## src/design/carc_pkg.sv

```systemverilog
// shared types and constants of the context adaptive range encoder
// no dependencies
package carc_pkg;
    localparam int PendBits   = 32;
    localparam int NumCtx     = 48;
    localparam int CntBits    = 17;

    localparam logic [1:0] RegIncr  = 2'd0;
    localparam logic [1:0] RegLimit = 2'd1;
    localparam logic [1:0] RegNear  = 2'd2;
    localparam logic [1:0] RegMid   = 2'd3;

    localparam logic CmdEncode = 1'b0;
    localparam logic CmdFlush  = 1'b1;

    typedef enum logic [9:0] {
        ST_IDLE  = 10'b0000000001,
        ST_READ  = 10'b0000000010,
        ST_DIV   = 10'b0000000100,
        ST_MUL   = 10'b0000001000,
        ST_NORM  = 10'b0000010000,
        ST_OUT   = 10'b0000100000,
        ST_UPD   = 10'b0001000000,
        ST_FLUSH = 10'b0010000000,
        ST_CLEAR = 10'b0100000000,
        ST_BAD   = 10'b1000000000
    } state_t;
endpackage

```

## src/design/context_adaptive_range_encoder_core.sv

```systemverilog
// context adaptive range encoder, top level
// depends on carc_pkg
//
//  channel | dir | contents
//  s_      | in  | tdata {preceding, position, observed, reference, command}
//  m_      | out | tdata {filler_count, filler_byte, head_byte}, tuser, tlast
//  cfg_    | in  | register index and write data
//
// an encode runs a restoring divider of width by total, then at most 3 shift steps
// a flush takes five shift steps plus a clearing pass over all 48 table rows
// reset also runs the clearing pass over all 48 table rows before s_tready rises
// each output beat waits in the output register until taken, stalling the shift steps
module context_adaptive_range_encoder_core (
    input  logic        aclk,
    input  logic        aresetn,
    input  logic        s_tvalid,
    output logic        s_tready,
    // command, reference_base, observed_base, read_position, preceding_base
    input  logic [15:0] s_tdata,
    output logic        m_tvalid,
    input  logic        m_tready,
    // head_byte, filler_byte, filler_count
    output logic [47:0] m_tdata,
    // bad_symbol
    output logic [0:0]  m_tuser,
    output logic        m_tlast,
    input  logic        cfg_valid,
    output logic        cfg_ready,
    input  logic [1:0]  cfg_index,
    input  logic [16:0] cfg_data
);
    import carc_pkg::*;

    // configuration registers
    logic [7:0]  incr_reg;
    logic [16:0] limit_reg;
    logic [7:0]  near_reg, mid_reg;

    // coder state
    state_t               state_reg;
    logic [32:0]          low_reg;
    logic [31:0]          width_reg;
    logic [7:0]           cache_reg;
    logic [PendBits-1:0]  pend_reg;

    // context count memory, three counts per row
    logic [3*CntBits-1:0] mem [NumCtx];
    logic [3*CntBits-1:0] row_reg;
    logic [5:0]           ctx_reg;
    logic [5:0]           clr_reg;

    // item registers
    logic [1:0]  refb_reg, obsb_reg, prev_reg;
    logic [7:0]  pos_reg;
    logic [1:0]  k_reg;
    logic [2:0]  shifts_reg;   // flush steps left

    // divider and multiplier shared datapath
    logic [31:0] quo_reg;
    logic [17:0] rem_reg;
    logic [5:0]  cnt_reg;
    logic [CntBits+1:0] tot_reg;
    logic [CntBits-1:0] cum_reg;
    logic [CntBits-1:0] fk_reg;

    // output register
    logic        ovalid_reg;
    logic [7:0]  ohead_reg, ofill_reg;
    logic [31:0] ocnt_reg;
    logic        olast_reg, obad_reg;

    logic [CntBits-1:0] f0, f1, f2;
    assign f0 = row_reg[CntBits-1:0];
    assign f1 = row_reg[2*CntBits-1:CntBits];
    assign f2 = row_reg[3*CntBits-1:2*CntBits];

    assign s_tready  = (state_reg == ST_IDLE) && !ovalid_reg;
    assign cfg_ready = aresetn && (state_reg == ST_IDLE);
    assign m_tvalid  = ovalid_reg;
    assign m_tdata   = {ocnt_reg, ofill_reg, ohead_reg};
    assign m_tuser   = obad_reg;
    assign m_tlast   = olast_reg;

    // shift step decisions
    logic        carry;
    logic [31:0] low32;
    logic        release_byte;
    assign carry        = low_reg[32];
    assign low32        = low_reg[31:0];
    assign release_byte = carry || (low32 < 32'hFF00_0000);

    // another byte of this symbol follows if a later shift step sees a top byte below 0xff
    logic more_release;
    assign more_release = (width_reg < 32'h0100_0000)
                          && ((low32[23:16] != 8'hFF)
                              || ((width_reg < 32'h0001_0000)
                                  && ((low32[15:8] != 8'hFF)
                                      || ((width_reg < 32'h0000_0100)
                                          && (low32[7:0] != 8'hFF)))));

    // output register loading
    logic out_free;
    logic load_beat;
    assign out_free  = !ovalid_reg || m_tready;
    assign load_beat = (state_reg == ST_BAD)
                       || (((state_reg == ST_OUT) || (state_reg == ST_FLUSH))
                           && out_free && release_byte);

    // context selection
    logic [1:0] bucket;
    logic [5:0] ctx;
    always_comb begin
        if (pos_reg < near_reg)     bucket = 2'd0;
        else if (pos_reg < mid_reg) bucket = 2'd1;
        else                        bucket = 2'd2;
        ctx = 6'(({4'd0, refb_reg} * 6'd3 + {4'd0, bucket}) * 6'd4 + {4'd0, prev_reg});
    end

    // restoring divider step, dividend bits taken msb first
    logic [4:0]  bit_idx;
    logic [19:0] trial;
    assign bit_idx = 5'(6'd32 - cnt_reg);
    assign trial   = {1'b0, rem_reg, width_reg[bit_idx]} - {1'b0, tot_reg};

    // count update
    logic [CntBits:0]   nf0, nf1, nf2;
    logic [CntBits+1:0] newtot;
    always_comb begin
        nf0 = {1'b0, f0};
        nf1 = {1'b0, f1};
        nf2 = {1'b0, f2};
        case (k_reg)
            2'd0:    nf0 = nf0 + {10'd0, incr_reg};
            2'd1:    nf1 = nf1 + {10'd0, incr_reg};
            default: nf2 = nf2 + {10'd0, incr_reg};
        endcase
        newtot = tot_reg + {11'd0, incr_reg};
        if (newtot > {2'd0, limit_reg}) begin
            nf0 = (nf0 >> 1) | 18'd1;
            nf1 = (nf1 >> 1) | 18'd1;
            nf2 = (nf2 >> 1) | 18'd1;
        end
    end

    logic [48:0] prod;
    logic [48:0] cprod;
    assign prod  = {17'd0, quo_reg} * {32'd0, fk_reg};
    assign cprod = {17'd0, quo_reg} * {32'd0, cum_reg};

    always_ff @(posedge aclk) begin
        if (state_reg == ST_CLEAR)
            mem[clr_reg] <= {3{17'd1}};
        else if (state_reg == ST_UPD)
            mem[ctx_reg] <= {nf2[CntBits-1:0], nf1[CntBits-1:0], nf0[CntBits-1:0]};
        row_reg <= mem[ctx];
    end

    always_ff @(posedge aclk) begin
        if (!aresetn) begin
            state_reg    <= ST_CLEAR;
            clr_reg      <= '0;
            incr_reg     <= 8'd8;
            limit_reg    <= 17'd65536;
            near_reg     <= 8'd50;
            mid_reg      <= 8'd100;
            low_reg      <= '0;
            width_reg    <= 32'hFFFF_FFFF;
            cache_reg    <= '0;
            pend_reg     <= PendBits'(1);
            ovalid_reg   <= 1'b0;
        end else begin
            if (load_beat) ovalid_reg <= 1'b1;
            else if (m_tvalid && m_tready) ovalid_reg <= 1'b0;
            if (cfg_valid && cfg_ready) begin
                case (cfg_index)
                    RegIncr:  incr_reg  <= cfg_data[7:0];
                    RegLimit: limit_reg <= cfg_data;
                    RegNear:  near_reg  <= cfg_data[7:0];
                    RegMid:   mid_reg   <= cfg_data[7:0];
                    default:  ;
                endcase
            end
            case (state_reg)
                ST_IDLE: begin
                    if (s_tvalid && s_tready) begin
                        refb_reg <= s_tdata[2:1];
                        obsb_reg <= s_tdata[4:3];
                        pos_reg  <= s_tdata[12:5];
                        prev_reg <= s_tdata[14:13];
                        if (s_tdata[0] == CmdFlush) begin
                            shifts_reg   <= 3'd5;
                            state_reg    <= ST_FLUSH;
                        end else if (s_tdata[2:1] == s_tdata[4:3])
                            state_reg <= ST_BAD;
                        else
                            state_reg <= ST_READ;
                    end
                end
                ST_BAD: begin
                    ohead_reg <= '0; ofill_reg <= '0; ocnt_reg <= '0;
                    obad_reg <= 1'b1; olast_reg <= 1'b1;
                    state_reg <= ST_IDLE;
                end
                ST_READ: begin
                    // row_reg is loaded with the context row at this edge
                    ctx_reg   <= ctx;
                    k_reg     <= (refb_reg < obsb_reg) ? obsb_reg - 2'd1 : obsb_reg;
                    rem_reg   <= '0;
                    cnt_reg   <= '0;
                    state_reg <= ST_DIV;
                end
                ST_DIV: begin
                    if (cnt_reg == 6'd0) begin
                        tot_reg <= {2'd0, f0} + {2'd0, f1} + {2'd0, f2};
                        case (k_reg)
                            2'd0:    begin cum_reg <= '0; fk_reg <= f0; end
                            2'd1:    begin cum_reg <= f0; fk_reg <= f1; end
                            default: begin cum_reg <= f0 + f1; fk_reg <= f2; end
                        endcase
                        cnt_reg <= 6'd1;
                        rem_reg <= '0;
                    end else begin
                        if (trial[19]) begin
                            rem_reg <= {rem_reg[16:0], width_reg[bit_idx]};
                            quo_reg <= {quo_reg[30:0], 1'b0};
                        end else begin
                            rem_reg <= trial[17:0];
                            quo_reg <= {quo_reg[30:0], 1'b1};
                        end
                        if (cnt_reg == 6'd32) state_reg <= ST_MUL;
                        cnt_reg <= cnt_reg + 6'd1;
                    end
                end
                ST_MUL: begin
                    // cum * step stays below width, width = step * f[k]
                    low_reg   <= low_reg + {1'b0, cprod[31:0]};
                    width_reg <= prod[31:0];
                    state_reg <= ST_NORM;
                end
                ST_NORM: begin
                    if (width_reg < 32'h0100_0000) begin
                        width_reg <= width_reg << 8;
                        state_reg <= ST_OUT;
                    end else
                        state_reg <= ST_UPD;
                end
                ST_OUT, ST_FLUSH: begin
                    if (out_free) begin
                        if (release_byte) begin
                            ohead_reg  <= cache_reg + {7'd0, carry};
                            ofill_reg  <= carry ? 8'h00 : 8'hFF;
                            ocnt_reg   <= (pend_reg == '0) ? 32'd0 : 32'(pend_reg - 1'b1);
                            obad_reg   <= 1'b0;
                            olast_reg  <= (state_reg == ST_FLUSH) ? (shifts_reg == 3'd1)
                                                                  : !more_release;
                        end
                        if ((state_reg == ST_FLUSH) && (shifts_reg == 3'd1)) begin
                            // final flush step, coder back to its reset values
                            low_reg   <= '0;
                            width_reg <= 32'hFFFF_FFFF;
                            cache_reg <= '0;
                            pend_reg  <= PendBits'(1);
                            clr_reg   <= '0;
                            state_reg <= ST_CLEAR;
                        end else begin
                            low_reg <= {1'b0, low32[23:0], 8'd0};
                            if (release_byte) begin
                                cache_reg <= low32[31:24];
                                pend_reg  <= PendBits'(1);
                            end else if (pend_reg != '1)
                                pend_reg <= pend_reg + 1'b1;
                            if (state_reg == ST_FLUSH)
                                shifts_reg <= shifts_reg - 3'd1;
                            else
                                state_reg <= ST_NORM;
                        end
                    end
                end
                ST_UPD: begin
                    // counts written back this cycle
                    state_reg <= ST_IDLE;
                end
                ST_CLEAR: begin
                    clr_reg <= clr_reg + 6'd1;
                    if (clr_reg == 6'(NumCtx - 1))
                        state_reg <= ST_IDLE;
                end
                default: state_reg <= ST_IDLE;
            endcase
        end
    end
endmodule

```

## config.mk

```make
export PLATFORM = sky130hd
export DESIGN_NAME = context_adaptive_range_encoder_core
export DESIGN_NICKNAME = d
export VERILOG_FILES = /design/src/design/carc_pkg.sv /design/src/design/context_adaptive_range_encoder_core.sv
export SDC_FILE = /design/constraint.sdc
export NUM_CORES = 2
export LEC_CHECK = 0
export BUFFER_PORTS_ARGS = -buffer_cell sky130_fd_sc_hd__buf_2
export CAP_MARGIN = 25
export CORE_MARGIN = 2
export CORE_UTILIZATION = 30
export DETAILED_ROUTE_END_ITERATION = 8
export SLEW_MARGIN = 5
export SYNTH_ARGS = -nofsm -noshare
export SYNTH_HDL_FRONTEND = slang
export SYNTH_SLANG_ARGS = --single-unit
```

## constraint.sdc

```tcl
create_clock -name aclk -period 8.37 [get_ports aclk]
set_input_delay 1.674 -clock aclk [delete_from_list [all_inputs] [get_ports aclk]]
set_output_delay 1.674 -clock aclk [all_outputs]
set_load 0.03 [all_outputs]
```

==> results.txt <==
- The setup check on the worst reg-to-reg path leaves a slack of 0.49 ns.
- The internal power of the cells totals 23000 uW.
* Data arrival time of the critical path: 8.65 ns
- In this run the static leakage power is 0.0504 uW.
* Result of the run: completed
* Detail Placement HPWL: 227000 um
* # nets final: 10200
- After layout, the minimum clock period comes to 7.88 ns.
- The number of nets handed over by synthesis was 9979.
- Power spread over the standard cell area amounts to 184 mW/mm^2.
- Top achievable clock speed: 0.127 GHz
* Switch Pwr: 6270 uW
* Net switching fraction of the power: 21.4%
- CTS saw 2839 sinks.
- Sequential cells were found to cover 59.5% of the synthesized design area.
* Post-Synthesis Mean Instance Area: 15.6 um^2
- The number of hold-slack violations in the final timing report is 0.
* Post-detailed-route via-to-cell ratio: 4.99
- Yosys printed 0 warnings.
- The tree is rooted in a clkbuf_16.
* Min-Delay Path Class: reg2reg
- The first routing iteration left 7281 violations.
- The completed layout was analyzed and its total power is 29300 uW.
- Worst-Margin Slew: 1.15 ns
* First-pass GRT wire length: 543000 um
* Horizontal die dimension: 687 um
- Input and output buffers added on the ports amount to 91.
- Relative contribution of sequential cells to total power: 53.1%
- The worst setup path is captured at a register.
- All-Layer GR Usage: 15.4%
- Total negative slack: 0 ns
* CP max FO: 9
- Cell with the largest stage delay on the worst path: fa_1
- Worst clock skew: 0.119 ns
* Area of the die: 0.471 mm^2
* Setup repair after global routing missed its margin: false
- After clock tree synthesis, the clock-pin slew on the worst setup and hold paths is 0.06 ns.
- The longest clock path from root to sink contains 4 buffers.
- STA puts the critical path data required time at 9.14 ns.
* Worst IR Drop VDD: 0.164 mV
* Setup Viol. Count Final: 0
* Layout Area Growth over Synthesis: 14.1%
- After global routing the overflow that remains totals 0.
- Clk Latency, worst-skew pair: 0.96 ns
- TritonCTS created 297 clock buffers.
* Share of final-layout standard cells stronger than drive strength 1: 18.5%
* Start-to-end type of the worst setup path: reg2reg
- Combinational power share: 2.2%
* Ys async rst share: 0%
- Entering global routing, the biggest net connects 103 pins.
- Number of pins with negative max-slew slack in the final report: 0
* Ys flop type: edfxtp_1
- The number of global-route vias before repair is 78800.
- Number of unique standard cell types used by synthesis: 88
- Fill cells in the final layout number 44000.
- Measured against its own limit, the worst slew margin works out to 22.8%.
* Number of enable-type register cells in the synthesized netlist: 2625
* Initial DRT Pass Iterations: 5
- TritonCTS built the clock tree.
* Hold Slack: 0.457 ns
- Among the stages of the critical path, the cell type that occurs most often is fa_1.
- Critical path startpoint category: register
* Max-cap check violation count: 0
- After detailed routing, the average wire length per cell comes to 23.6 um.
* Remaining antenna violation count: 0
* Via count: 78000
- Y dimension of the die: 687 um
- Count of boundary I/O pins: 93
- The core region is 0.464 mm^2.
* Final worst-path cycle share: 94.1%
* Cell row count: 250
- At the end of routability-driven placement, the weighted congestion stood at 0.838.
- The H-tree was split into 5 levels.
- Flip-flop count of the largest register after layout: 2448
- Summing every instance area after synthesis gives 0.140 mm^2.
- Initial core utilization: 30.1%
- The clock network is responsible for 44.7% of the overall power.
- The number of antenna violations at the first check in global routing is 11.
- CP max stage delay: 0.54 ns
* Flops & latches, synth: 2839
- Wirelength, routed: 369000 um
- Post-synthesis instance total: 8977
- In the routed design, unresolved DRC markers number 0.
-- power groups by stage --
stage	logic, uW	clock network, uW	registers (uW)
finish	655	13100	15600
CTS	665	13400	15600
floorplan	343	0	15800
detailed placement	659	0	15900
global placement	657	0	15900
global route	684	13900	15600
-- repair_timing --
item	CTS	global route
gates resized for setup	0	4
setup buffers	0	6
endpoints found under the setup margin	0	2
hold buffers	0	0
-- final cells by class --
class	count	area, um^2	area share [%]
Sequential cell	2839	83100	52.1
Multi-Input combinational cell	4829	52600	33.0
Clock buffer	381	7970	5.00
Tap cell	6174	7720	4.84
Timing Repair Buffer	396	3290	2.06
Inverter	850	3190	2.00
Clock inverter	152	1620	1.02
Antenna cell	5	12.5	0.00784
-- synth_stat cells, drive strengths merged, types with 14 or more instances --
library cell	number	area share, %
nor4	14	0.063
nand2	947	2.5
dfxtp	214	3.1
nor2	403	1.1
or3	26	0.12
mux4	775	12
xor2	94	0.59
nor2b	61	0.27
o22ai	21	0.094
a21o	54	0.29
o21bai	16	0.086
edfxtp	2625	56
o211ai	46	0.25
xnor2	201	1.3
inv	849	2.3
o31ai	16	0.086
ha	297	2.7
a221oi	18	0.11
a21oi	189	0.68
and2	245	1.1
mux2i	64	0.46
nand2b	31	0.14
fa	665	9.5
buf	103	0.34
nand4	44	0.20
a211oi	50	0.27
o21ai	130	0.47
and3	28	0.13
nor3	74	0.29
a31oi	63	0.28
o21a	37	0.20
a22o	15	0.094
clkbuf	356	0.96
nand3	56	0.20
-- cells by family (layout without fill, tap and decap cells) --
kind of cell	count (synthesis)	in the layout	share of synthesized area (%)
simple gates	1991	1991	6.49
compound gates	733	733	3.43
other cells	0	5	0
mux	848	848	13.0
flops	2839	2839	59.5
xor+xnor	295	295	1.85
buf+inv	1309	1779	3.58
fa+ha+maj	962	962	12.2
-- metrics by stage --
stage	area, um^2	std cells	setup slack [ns]	util, %
final	160000	15600	0.495	34.4
after global routing	160000	15600	0.0326	34.4
after CTS	159000	15600	0.415	34.4
after detailed placement	150000	15100	0.405	32.3
after global placement	150000	15100	0.367	32.2
after floorplan	140000	8977	0.682	-
-- cells in the final DEF, fill, tap and decap left out, types with 91 or more instances in the layout --
cell type     n
xnor2_1     201
dfxtp_1     214
clkbuf_16   299
ha_1        294
xor2_1       94
and2_1      244
inv_1       846
edfxtp_1   2625
buf_2        91
mux4_2      775
nand2_1     947
fa_1        664
a21oi_1     181
buf_4       260
o21ai_0     122
nor2_1      339
-- worst max-delay path: cells and delay by family, from the launching register on --
| family | cells | cell delay, ns |
|---|---|---|
| buffers and inverters | 6 | 0.48 |
| XOR/XNOR | 1 | 0.17 |
| AND/OR/NAND/NOR | 3 | 0.38 |
| AO/OA/AOI/OAI | 11 | 2.60 |
| adder cells (fa/ha/maj) | 8 | 3.66 |
| flip-flops | 1 | 0.50 |
-- metal layers --
| layer | GRT usage, % | part of all wire, % | vias up |
|---|---|---|---|
| met4 | 4.31 | 2.9 | 0 |
| met5 | 0 | 0 | - |
| li1 | - | - | 33300 |
| met3 | 2.06 | 6.5 | 530 |
| met1 | 21.1 | 42 | 41400 |
| met2 | 25.7 | 49 | 2735 |
-- worst paths after layout --
path,startpoint,to,cells after the start
worst max-delay path,quo_reg[7],low_reg[31],29
worst min-delay path,limit_reg[4],limit_reg[4],2
worst max register to register,quo_reg[7],low_reg[31],29
worst min register to register,limit_reg[4],limit_reg[4],2
Power figures use the tool's default switching activity.
